==> config.mk <==
export PLATFORM = sky130hd
export DESIGN_NAME = frame_rms_meter
export DESIGN_NICKNAME = d
export VERILOG_FILES = /design/src/frm_pkg.sv /design/src/frm_front.sv /design/src/frm_queue.sv /design/src/frm_back.sv /design/src/frame_rms_meter.sv
export SDC_FILE = /design/constraint.sdc
export NUM_CORES = 2
export LEC_CHECK = 0
export BUFFER_PORTS_ARGS = -buffer_cell sky130_fd_sc_hd__buf_2
export CAP_MARGIN = 20
export CORE_UTILIZATION = 45
export CTS_BUF_LIST = sky130_fd_sc_hd__clkbuf_16
export DETAILED_ROUTE_END_ITERATION = 16
export GPL_TIMING_DRIVEN = 0
export PLACE_DENSITY = 0.57
export SYNTH_ARGS = -nofsm -noshare
export SYNTH_HDL_FRONTEND = slang
export SYNTH_HIERARCHICAL = 1
export SYNTH_SLANG_ARGS = --single-unit
==> constraint.sdc <==
create_clock -name clk_i -period 21.3 [get_ports clk_i]
set_clock_uncertainty 0.1 [all_clocks]
set_input_delay 1.065 -clock clk_i [delete_from_list [all_inputs] [get_ports clk_i]]
set_output_delay 1.065 -clock clk_i [all_outputs]
set_load 0.005 [all_outputs]
==> src/frm_pkg.sv <==
package frm_pkg;

  localparam int SAMPLE_BITS = 24;
  localparam int MAX_FRAME   = 65536;

  localparam int SUM_W   = 63;
  localparam int SQ_W    = 2 * SAMPLE_BITS;
  localparam int CNT_W   = $clog2(MAX_FRAME + 1);
  localparam int LEVEL_W = 24;
  localparam int ROOT_W  = (SUM_W + 1) / 2;
  localparam int RAD_W   = 2 * ROOT_W;
  localparam int STEP_W  = $clog2(SUM_W);

  localparam int QUEUE_DEPTH = 2;
  localparam int QPTR_W      = $clog2(QUEUE_DEPTH);
  localparam int QCNT_W      = $clog2(QUEUE_DEPTH + 1);

  localparam logic [SUM_W-1:0] SUM_LIMIT = {SUM_W{1'b1}};

  typedef struct packed {
    logic [SUM_W-1:0] sum;
    logic [CNT_W-1:0] count;
    logic             ovf;
  } frame_t;

endpackage

==> src/frm_front.sv <==
module frm_front (
  input  logic                              clk_i,
  input  logic                              rst_ni,
  input  logic                              valid_i,
  output logic                              stall_o,
  input  logic signed [frm_pkg::SAMPLE_BITS-1:0] sample_i,
  input  logic                              last_sample_i,
  output logic                              push_o,
  output frm_pkg::frame_t                   frame_o,
  input  logic                              full_i
);

  logic                             v1_q;
  logic                             last1_q;
  logic [frm_pkg::SQ_W-1:0]         sq1_q;
  logic [frm_pkg::SAMPLE_BITS-1:0]  mag;
  logic [frm_pkg::SQ_W-1:0]         sq_d;
  logic                             adv;
  logic                             accept;

  logic [frm_pkg::SUM_W-1:0]        sum_q, sum_d, sum_nxt;
  logic [frm_pkg::CNT_W-1:0]        count_q, count_d, count_nxt;
  logic                             ovf_q, ovf_d, ovf_nxt;
  logic [frm_pkg::SUM_W:0]          sum_add;
  logic                             cnt_full;

  assign adv     = !(v1_q && last1_q && full_i);
  assign stall_o = v1_q && !adv;
  assign accept  = valid_i && !stall_o;

  always_comb begin
    if (sample_i[frm_pkg::SAMPLE_BITS-1]) begin
      mag = ~sample_i + 1'b1;
    end else begin
      mag = sample_i;
    end
    sq_d = mag * mag;
  end

  always_ff @(posedge clk_i or negedge rst_ni) begin
    if (!rst_ni) begin
      v1_q <= 1'b0;
    end else if (adv) begin
      v1_q <= accept;
    end
  end

  always_ff @(posedge clk_i) begin
    if (accept) begin
      sq1_q   <= sq_d;
      last1_q <= last_sample_i;
    end
  end

  always_comb begin
    cnt_full  = (count_q == frm_pkg::CNT_W'(frm_pkg::MAX_FRAME));
    sum_add   = {1'b0, sum_q} + (frm_pkg::SUM_W + 1)'(sq1_q);
    sum_nxt   = sum_q;
    count_nxt = count_q;
    ovf_nxt   = ovf_q;
    if (cnt_full) begin
      ovf_nxt = 1'b1;
    end else begin
      sum_nxt   = sum_add[frm_pkg::SUM_W] ? frm_pkg::SUM_LIMIT : sum_add[frm_pkg::SUM_W-1:0];
      count_nxt = count_q + 1'b1;
    end

    sum_d   = sum_q;
    count_d = count_q;
    ovf_d   = ovf_q;
    push_o  = 1'b0;
    if (v1_q && adv) begin
      if (last1_q) begin
        push_o  = 1'b1;
        sum_d   = '0;
        count_d = '0;
        ovf_d   = 1'b0;
      end else begin
        sum_d   = sum_nxt;
        count_d = count_nxt;
        ovf_d   = ovf_nxt;
      end
    end
    frame_o.sum   = sum_nxt;
    frame_o.count = count_nxt;
    frame_o.ovf   = ovf_nxt;
  end

  always_ff @(posedge clk_i or negedge rst_ni) begin
    if (!rst_ni) begin
      sum_q   <= '0;
      count_q <= '0;
      ovf_q   <= 1'b0;
    end else begin
      sum_q   <= sum_d;
      count_q <= count_d;
      ovf_q   <= ovf_d;
    end
  end

endmodule

==> src/frm_queue.sv <==
module frm_queue (
  input  logic            clk_i,
  input  logic            rst_ni,
  input  logic            push_i,
  input  frm_pkg::frame_t data_i,
  output logic            full_o,
  input  logic            pop_i,
  output logic            empty_o,
  output frm_pkg::frame_t data_o
);

  frm_pkg::frame_t                mem_q [frm_pkg::QUEUE_DEPTH];
  logic [frm_pkg::QPTR_W-1:0]     wr_q, rd_q;
  logic [frm_pkg::QCNT_W-1:0]     cnt_q;

  assign full_o  = (cnt_q == frm_pkg::QCNT_W'(frm_pkg::QUEUE_DEPTH));
  assign empty_o = (cnt_q == '0);
  assign data_o  = mem_q[rd_q];

  always_ff @(posedge clk_i) begin
    if (push_i && !full_o) begin
      mem_q[wr_q] <= data_i;
    end
  end

  always_ff @(posedge clk_i or negedge rst_ni) begin
    if (!rst_ni) begin
      wr_q  <= '0;
      rd_q  <= '0;
      cnt_q <= '0;
    end else begin
      if (push_i && !full_o) begin
        wr_q <= (wr_q == frm_pkg::QPTR_W'(frm_pkg::QUEUE_DEPTH - 1)) ? '0 : wr_q + 1'b1;
      end
      if (pop_i && !empty_o) begin
        rd_q <= (rd_q == frm_pkg::QPTR_W'(frm_pkg::QUEUE_DEPTH - 1)) ? '0 : rd_q + 1'b1;
      end
      cnt_q <= cnt_q + frm_pkg::QCNT_W'(push_i && !full_o) - frm_pkg::QCNT_W'(pop_i && !empty_o);
    end
  end

endmodule

==> src/frm_back.sv <==
module frm_back (
  input  logic                          clk_i,
  input  logic                          rst_ni,
  input  logic                          empty_i,
  input  frm_pkg::frame_t               frame_i,
  output logic                          pop_o,
  output logic                          valid_o,
  input  logic                          stall_i,
  output logic [frm_pkg::LEVEL_W-1:0]   rms_level_o,
  output logic [frm_pkg::CNT_W-1:0]     frame_length_o,
  output logic                          overflow_o
);

  localparam logic [1:0] S_IDLE = 2'd0;
  localparam logic [1:0] S_DIV  = 2'd1;
  localparam logic [1:0] S_SQRT = 2'd2;
  localparam logic [1:0] S_DONE = 2'd3;

  logic [1:0]                   state_q, state_d;
  logic [frm_pkg::STEP_W-1:0]   step_q, step_d;
  logic [frm_pkg::SUM_W-1:0]    dvd_q, dvd_d;
  logic [frm_pkg::CNT_W-1:0]    dvs_q, dvs_d;
  logic [frm_pkg::CNT_W-1:0]    rem_q, rem_d;
  logic [frm_pkg::RAD_W-1:0]    rad_q, rad_d;
  logic [frm_pkg::ROOT_W-1:0]   root_q, root_d;
  logic [frm_pkg::ROOT_W+1:0]   srem_q, srem_d;
  logic [frm_pkg::CNT_W-1:0]    len_q, len_d;
  logic                         ovf_q, ovf_d;
  logic                         out_v_q, out_v_d;
  logic                         load_out;

  logic [frm_pkg::CNT_W:0]      dtrial;
  logic                         dbit;
  logic [frm_pkg::ROOT_W+3:0]   strial, starget;

  always_comb begin
    dtrial  = {rem_q, dvd_q[frm_pkg::SUM_W-1]};
    dbit    = (dtrial >= {1'b0, dvs_q});
    starget = {srem_q, rad_q[frm_pkg::RAD_W-1 -: 2]};
    strial  = {2'b00, root_q, 2'b01};

    state_d  = state_q;
    step_d   = step_q;
    dvd_d    = dvd_q;
    dvs_d    = dvs_q;
    rem_d    = rem_q;
    rad_d    = rad_q;
    root_d   = root_q;
    srem_d   = srem_q;
    len_d    = len_q;
    ovf_d    = ovf_q;
    pop_o    = 1'b0;
    load_out = 1'b0;

    case (state_q)
      S_IDLE: begin
        if (!empty_i) begin
          pop_o   = 1'b1;
          dvd_d   = frame_i.sum;
          dvs_d   = frame_i.count;
          rem_d   = '0;
          len_d   = frame_i.count;
          ovf_d   = frame_i.ovf;
          step_d  = '0;
          state_d = S_DIV;
        end
      end
      S_DIV: begin
        rem_d = dbit ? frm_pkg::CNT_W'(dtrial - {1'b0, dvs_q}) : dtrial[frm_pkg::CNT_W-1:0];
        dvd_d = {dvd_q[frm_pkg::SUM_W-2:0], dbit};
        if (step_q == frm_pkg::STEP_W'(frm_pkg::SUM_W - 1)) begin
          rad_d   = frm_pkg::RAD_W'(dvd_d);
          root_d  = '0;
          srem_d  = '0;
          step_d  = '0;
          state_d = S_SQRT;
        end else begin
          step_d = step_q + 1'b1;
        end
      end
      S_SQRT: begin
        rad_d = {rad_q[frm_pkg::RAD_W-3:0], 2'b00};
        if (starget >= strial) begin
          srem_d = (frm_pkg::ROOT_W + 2)'(starget - strial);
          root_d = {root_q[frm_pkg::ROOT_W-2:0], 1'b1};
        end else begin
          srem_d = starget[frm_pkg::ROOT_W+1:0];
          root_d = {root_q[frm_pkg::ROOT_W-2:0], 1'b0};
        end
        if (step_q == frm_pkg::STEP_W'(frm_pkg::ROOT_W - 1)) begin
          state_d = S_DONE;
        end else begin
          step_d = step_q + 1'b1;
        end
      end
      S_DONE: begin
        if (!out_v_q || !stall_i) begin
          load_out = 1'b1;
          state_d  = S_IDLE;
        end
      end
      default: begin
        state_d = S_IDLE;
      end
    endcase

    if (load_out) begin
      out_v_d = 1'b1;
    end else if (!stall_i) begin
      out_v_d = 1'b0;
    end else begin
      out_v_d = out_v_q;
    end
  end

  always_ff @(posedge clk_i or negedge rst_ni) begin
    if (!rst_ni) begin
      state_q <= S_IDLE;
      out_v_q <= 1'b0;
    end else begin
      state_q <= state_d;
      out_v_q <= out_v_d;
    end
  end

  always_ff @(posedge clk_i) begin
    step_q <= step_d;
    dvd_q  <= dvd_d;
    dvs_q  <= dvs_d;
    rem_q  <= rem_d;
    rad_q  <= rad_d;
    root_q <= root_d;
    srem_q <= srem_d;
    len_q  <= len_d;
    ovf_q  <= ovf_d;
    if (load_out) begin
      rms_level_o    <= root_q[frm_pkg::LEVEL_W-1:0];
      frame_length_o <= len_q;
      overflow_o     <= ovf_q;
    end
  end

  assign valid_o = out_v_q;

endmodule

==> src/frame_rms_meter.sv <==
// RMS level meter for framed audio.
//
// Input channel (valid_i / stall_o): one signed sample per transfer, with
// last_sample_i marking the final sample of a frame. Samples are squared and
// summed at one transfer per cycle; stall_o rises only when a frame ends while
// the two-entry frame queue is full.
//
// Output channel (valid_o / stall_i): one transfer per frame carrying
// floor(sqrt(floor(sum / count))), the frame length and the overflow flag.
// Frames beyond MAX_FRAME samples stop accumulating and report overflow.
//
// The latency from the last sample of a frame to valid_o is set by the back
// end: a restoring divider followed by a two-bits-per-step square root. It
// takes one frame at a time and pops the next only after loading a result;
// shorter frames are absorbed by the queue and then back-pressure the input.
//
// Reset clears the running sum, count, queue and output valid. While stall_i
// is high the output holds its result; the back end finishes its current frame
// and waits, and the front keeps accepting until the queue fills.
module frame_rms_meter (
  input  logic                                    clk_i,
  input  logic                                    rst_ni,
  input  logic                                    valid_i,
  output logic                                    stall_o,
  input  logic signed [frm_pkg::SAMPLE_BITS-1:0]  sample_i,
  input  logic                                    last_sample_i,
  output logic                                    valid_o,
  input  logic                                    stall_i,
  output logic [frm_pkg::LEVEL_W-1:0]             rms_level_o,
  output logic [frm_pkg::CNT_W-1:0]               frame_length_o,
  output logic                                    overflow_o
);

  logic            push;
  logic            full;
  logic            pop;
  logic            empty;
  frm_pkg::frame_t frame_in;
  frm_pkg::frame_t frame_out;

  frm_front u_front (
    .clk_i         (clk_i),
    .rst_ni        (rst_ni),
    .valid_i       (valid_i),
    .stall_o       (stall_o),
    .sample_i      (sample_i),
    .last_sample_i (last_sample_i),
    .push_o        (push),
    .frame_o       (frame_in),
    .full_i        (full)
  );

  frm_queue u_queue (
    .clk_i   (clk_i),
    .rst_ni  (rst_ni),
    .push_i  (push),
    .data_i  (frame_in),
    .full_o  (full),
    .pop_i   (pop),
    .empty_o (empty),
    .data_o  (frame_out)
  );

  frm_back u_back (
    .clk_i          (clk_i),
    .rst_ni         (rst_ni),
    .empty_i        (empty),
    .frame_i        (frame_out),
    .pop_o          (pop),
    .valid_o        (valid_o),
    .stall_i        (stall_i),
    .rms_level_o    (rms_level_o),
    .frame_length_o (frame_length_o),
    .overflow_o     (overflow_o)
  );

endmodule

# ---- After elaboration in Yosys (flattened, before gate mapping)
# Memory sizes are Yosys's and may differ from the RTL's.
# Index checks and enable logic that the tools add are counted.
# W data, S select, Z words.
dict set report totals {
  regBits 414
  input_bits 29
  wordCells 117
  out_inout_bits 44
  ram_bits 162
  n_memories 1
}
# name depth word_bits read_ports rd_clocked_by_memory_dff wr line_no
set memory_table {}
lappend memory_table {u_queue.mem_q 2 81 1 0 1 frm_queue.sv:12} ;# frm_pkg::frame_t mem_q [frm_pkg::QUEUE_DEPTH];
dict set report op_classes {
  n_bitwise 2
  multipliers 1
  n_reduce_logical 24
  muxes 42
  addsub 10
  n_eq_ne 13
  order_cmp 2
}
# operator count
set op_table {}
lappend op_table {{$mux W63} 4}
lappend op_table {{$pmux W64 S2} 1}
lappend op_table {{$pmux W63 S2} 1}
lappend op_table {{$mux W17} 4}
lappend op_table {{$mux W34} 2}
lappend op_table {{$pmux W34 S2} 1}
lappend op_table {{$add A63 B48 Y64} 1}
lappend op_table {{$mux W64} 1}
lappend op_table {{$pmux W32 S2} 1}
lappend op_table {{$mul A24 B24 Y48} 1}
lappend op_table {{$ge A36 B34 Y1} 1}
lappend op_table {{$pmux W17 S2} 1}
lappend op_table {{$sub A34 B34 Y34} 1}
lappend op_table {{$mux W32} 1}
lappend op_table {{$add A24 B1 Y24 const B} 1}
lappend op_table {{$mux W24} 1}
lappend op_table {{$not A24 Y24} 1}
lappend op_table {{$ge A18 B17 Y1} 1}
lappend op_table {{$mux W6} 3}
lappend op_table {{$pmux W6 S3} 1}
lappend op_table {{$add A17 B1 Y17 const B} 1}
lappend op_table {{$eq A17 B17 Y1 const B} 1}
lappend op_table {{$sub A17 B17 Y17} 1}
lappend op_table {{$mux W1} 15}
lappend op_table {{other kinds (22)} 47}

# ---- Logic depth before layout (Yosys ltp)
dict set report depth {
  ltp_word 8
  mapped_depth 39
  ltp_nobuf 36
}

# ---- By module
# Netlist, hierarchy kept.
# mod area_per_inst_um2 instances cells_per_inst seq_area_each_um2
set modules_own_cells {}
lappend modules_own_cells {frm_front 25240.5 1 2845 3493.4}
lappend modules_own_cells {frm_back 13979.7 1 1052 8363.0}
lappend modules_own_cells {frm_queue 6442.4 1 270 4964.8}

# ---- Worst setup path after synthesis
# OpenSTA, ideal clock, no wires.
dict set report synth_timing {
  path_kind {input port to flip-flop}
  start {input port sample_i[0] in the netlist's numbering}
  end {register u_front/sq1_q[47] in the netlist's numbering (data pin)}
  setup_slack_ps 10865
  arrival_ps 10076
  required_ps 20940
  path_stages 36
  setup_time_ps 260
  path_buffers 3
  cell_sequence {buf_6 clkinv_4 clkbuf_1 ha_1 nand2_1 or2_2 or3_1 or3_1 nand2b_1 o21ai_1 xor2_1 inv_2 clkbuf_1 nand2_1 inv_1 fa_1 inv_1 fa_1 fa_1 fa_1 inv_1 fa_1 fa_1 inv_1 fa_1 inv_1 ha_1 a21oi_1 o21ai_0 a2111o_1 a2111oi_1 o41ai_1 a221o_1 a2111oi_0 o21bai_1 xnor2_1}
}
dict set report synth_between {
  elab_chain_cells 4
}
# item line_no
set synth_rtl {}
lappend synth_rtl {{from (decl)} frame_rms_meter.sv:25} ;# input logic signed [frm_pkg::SAMPLE_BITS-1:0] sample_i,
lappend synth_rtl {{$not A24 Y24} frm_front.sv:33} ;# mag = ~sample_i + 1'b1;
lappend synth_rtl {{$add A24 B1 Y24} frm_front.sv:33}
lappend synth_rtl {{$mux W24 (*)} frm_front.sv:32} ;# if (sample_i[frm_pkg::SAMPLE_BITS-1]) begin
lappend synth_rtl {{$mul A24 B24 Y48 (*)} frm_front.sv:37} ;# sq_d = mag * mag;
lappend synth_rtl {{named net u_front.sq_d, one bit} frm_front.sv:17} ;# logic [frm_pkg::SQ_W-1:0] sq_d;
lappend synth_rtl {{to (signal assigned)} frm_front.sv:50} ;# sq1_q <= sq_d;
lappend synth_rtl {{to (decl)} frm_front.sv:15} ;# logic [frm_pkg::SQ_W-1:0] sq1_q;
# The timed path passes the listed nets; every way through them passes the cells marked *.
# A chain may end at the register's enable or synchronous reset.

# ---- Worst setup path after layout
# Same ends and word-level chain as after synthesis.

==> metrics.log <==
[metrics] Syn Std Cell Area: 45700 um2
[metrics] category of the most critical setup path: in2reg
[metrics] final weighted congestion of routability-driven global placement: 0.911
[metrics] Main synth FF type: sky130_fd_sc_hd__edfxtp_1
[metrics] Crit Path Max Fanout: 11
[metrics] number of buffers added by the clock tree synthesis step: 57
[metrics] H-Tree Level Count: 2
[metrics] WP buf/inv: 9
[metrics] starting utilization of the core area: 45.5%
[metrics] dominant delay contributor by cell family on the critical path: adder cells
[metrics] Reg2Reg Launch Point: u_front/sq1_q[3]
[metrics] Detailed Place HPWL: 89.7 mm
[metrics] grt met1 use: 29.6%
[metrics] Fmax achieved: 80.2 MHz
[metrics] R2R setup slack: 16.35 ns
[metrics] post-route ant nets: 0
[metrics] clock latency of the later-clocked register in the worst-skew pair: 0.64 ns
[metrics] first-iteration detailed-routing DRC count: 1910
[metrics] number of cell instances on the worst register-to-register path: 11
[metrics] number of flops mapped to enable cells by yosys: 486
[metrics] area delta synth->final: 9.71%
[metrics] hold buffer count at cts: 0
[metrics] post-layout min period: 12.47 ns
[metrics] share of async-settable or async-resettable flops after synthesis: 15.5%
[metrics] Clock transition at path regs: 0.06 ns
[metrics] GRT Residual Overflow: 0
[metrics] placeable core area: 100000 um2
[metrics] Nets: 5069
[metrics] maximum clock insertion buffer count: 3
[metrics] top cell types by occurrence after synthesis: 643 x sky130_fd_sc_hd__inv_1, 486 x sky130_fd_sc_hd__edfxtp_1, 428 x sky130_fd_sc_hd__fa_1, 374 x sky130_fd_sc_hd__nor2_1, 288 x sky130_fd_sc_hd__nand2_1
[metrics] smallest hold slack: 0.327 ns
[metrics] post-route clock period utilization: 58.5%
[metrics] total iterations of the first detailed-routing run: 5
[metrics] Worst Setup Start Kind: primary input
[metrics] Slew @ Worst Pin: 1.15 ns
[metrics] mean area per synthesized cell: 11.0 um2
[metrics] met3 Resource Use GR: 2.76%
[metrics] fraction of post-synthesis cell area in the top cell type by area: 32.0%
[metrics] maximum number of pins on one net before global-route repair: 56
[metrics] clock root buffer master: sky130_fd_sc_hd__clkbuf_16
[metrics] Worst slew margin: 23.1%
[metrics] post-synthesis instance total: 4167
[metrics] wire length per cell: 19.6 um
[metrics] # DRC: 0
[metrics] outcome: finished, final reports clean
[metrics] data arrival time at the worst-slack endpoint: 12.75 ns
[metrics] dominant cell type by count on the critical path: sky130_fd_sc_hd__fa_1
[metrics] Final TNS setup: 0 ns
[metrics] hold violation total from the final report: 0
[metrics] setup violators final: 0
[metrics] fraction of layout instances using a drive strength above 1: 10.7%
[metrics] via/cell ratio: 5.32
[metrics] library cell occupying the most area in the post-synthesis netlist: sky130_fd_sc_hd__edfxtp_1
[metrics] routing layer with the top usage in global route: met2
[metrics] Synthesis Warnings: 6
[metrics] CP required: 21.58 ns
[metrics] Distinct cells, synth: 103
[metrics] worst reg2reg path endpoint: u_queue/mem_q[0][75]
[metrics] CTS tree: yes
[metrics] depth of the critical timing path with buffers and inverters included: 35
[metrics] critical path startpoint: sample_i[0]
[metrics] Die Wd: 321 um
[metrics] aggregate routed wire length: 113 mm
[metrics] die outline area: 103000 um2
[metrics] Seq cells post-synth: 575
[metrics] Antenna diodes: 0
[metrics] most frequent cell after synthesis: sky130_fd_sc_hd__inv_1
[metrics] first-pass GRT wire length: 178 mm
[metrics] number of sinks driven by the clock tree: 575
[metrics] CP Capture Point: u_front/sq1_q[47]
[metrics] top cells by area in the synthesized netlist: sky130_fd_sc_hd__edfxtp_1 32%, sky130_fd_sc_hd__fa_1 19%, sky130_fd_sc_hd__ha_1 7.6%
[metrics] vias in the first global route: 31646
[metrics] Total GRT Usage: 22.2%
[metrics] path type of the worst min-delay path: reg2reg
[metrics] count of cells resized by post-cts repair: 0
[metrics] Vert. Die Dim: 321 um
[metrics] delay of the slowest cell on the worst path: 0.83 ns
[metrics] slowest CP cell: sky130_fd_sc_hd__a2111oi_1
[metrics] unrepaired setup endpoints after global routing: false
[metrics] Std-Cell Rows: 116
[metrics] Port Buffer Count: 72
[metrics] via total after detailed routing: 30548
[metrics] num ports: 73
[metrics] type of element capturing the critical path: register
[metrics] initial antenna violation count: 1
[metrics] number of pins with negative max-slew slack in the final report: 0
[metrics] # Max-Cap Violations: 0
[metrics] post-synthesis sequential area ratio: 36.8%
[metrics] postcts setup bufs: 0
[metrics] met2 global-route usage: 37.7%
-- layout by cell type, fill, tap and decap left out, drive strengths merged, types with 127 or more instances in the layout --
cell,Yosys,final
nand2,290,290
inv,646,661
fa,428,428
o21ai,135,135
nor2,375,375
mux2,206,206
clkbuf,115,174
ha,279,279
edfxtp,486,486
a21oi,191,191
xnor2,127,127
buf,43,135
-- registers in the layout (all words and copies together), names as in the netlist, 6 cells and up --
name,count
u_back/dvd_q,63
u_back/frame_length_o,17
u_back/len_q,17
u_back/rad_q,64
u_back/rem_q,17
u_back/rms_level_o,24
u_back/root_q,32
u_back/srem_q,34
u_back/step_q,6
u_front/count_q,17
u_front/sq1_q,47
u_front/sum_q,63
u_queue/mem_q,162
-- cell type report --
type | instances | area, um2
sequential | 575 | 16800
buffer | 158 | 787
timing repair buffer | 92 | 741
clock inverter | 49 | 395
inverter | 653 | 2460
fill | 9144 | 50200
tap | 1357 | 1700
multi-input combinational | 2796 | 25700
clock buffer | 59 | 1480
-- through the flow --
step / std cells / setup WS [ns] / instance area [um2] / util, %
4_1_cts: 5739 / 8.88 / 50100 / 49.9
3_5_place_dp: 5631 / 8.18 / 48200 / 48.1
2_1_floorplan: 4182 / 10.86 / 45700 / -
6_report: 5739 / 8.83 / 50100 / 49.9
5_1_grt: 5739 / 8.38 / 50100 / 49.9
3_3_place_gp: 5611 / 8.22 / 47800 / 47.6
-- cell families after synthesis --
logic type	Yosys count	synth area share [%]
xor+xnor	186	3.58
simple gates	940	9.25
other cells	2	0.0164
mux	237	6.41
fa+ha+maj	707	26.4
flops	575	36.8
compound gates	709	10.4
buf+inv	811	7.10
-- worst reg2reg max path, delay by kind of cell, from the launching register on --
kind                     cells  cell delay (ns)
AO/OA/AOI/OAI                9             3.51
flip-flops                   1             0.44
adder cells (fa/ha/maj)      1             0.39
AND/OR/NAND/NOR              1             0.24
-- how the worst min path moves through the flow --
stage	start	end	depth (start not counted)
after floorplan	u_back/ovf_q	u_back/overflow_o	0
after global placement	u_back/ovf_q	u_back/overflow_o	0
after detailed placement	u_back/ovf_q	u_back/overflow_o	0
after CTS	u_back/ovf_q	u_back/overflow_o	0
after global routing	u_back/ovf_q	u_back/overflow_o	0
final	u_back/ovf_q	u_back/overflow_o	0
-- routing by layer --
layer	wire length, um	part of all wire [%]
met5	13	0.012
met4	3490	3.1
met3	5540	4.9
met2	53800	48
met1	49800	44
Power is left out: the tool's default activity adds up to more than one toggle a clock period on the data nets, which glitch-free logic cannot reach.
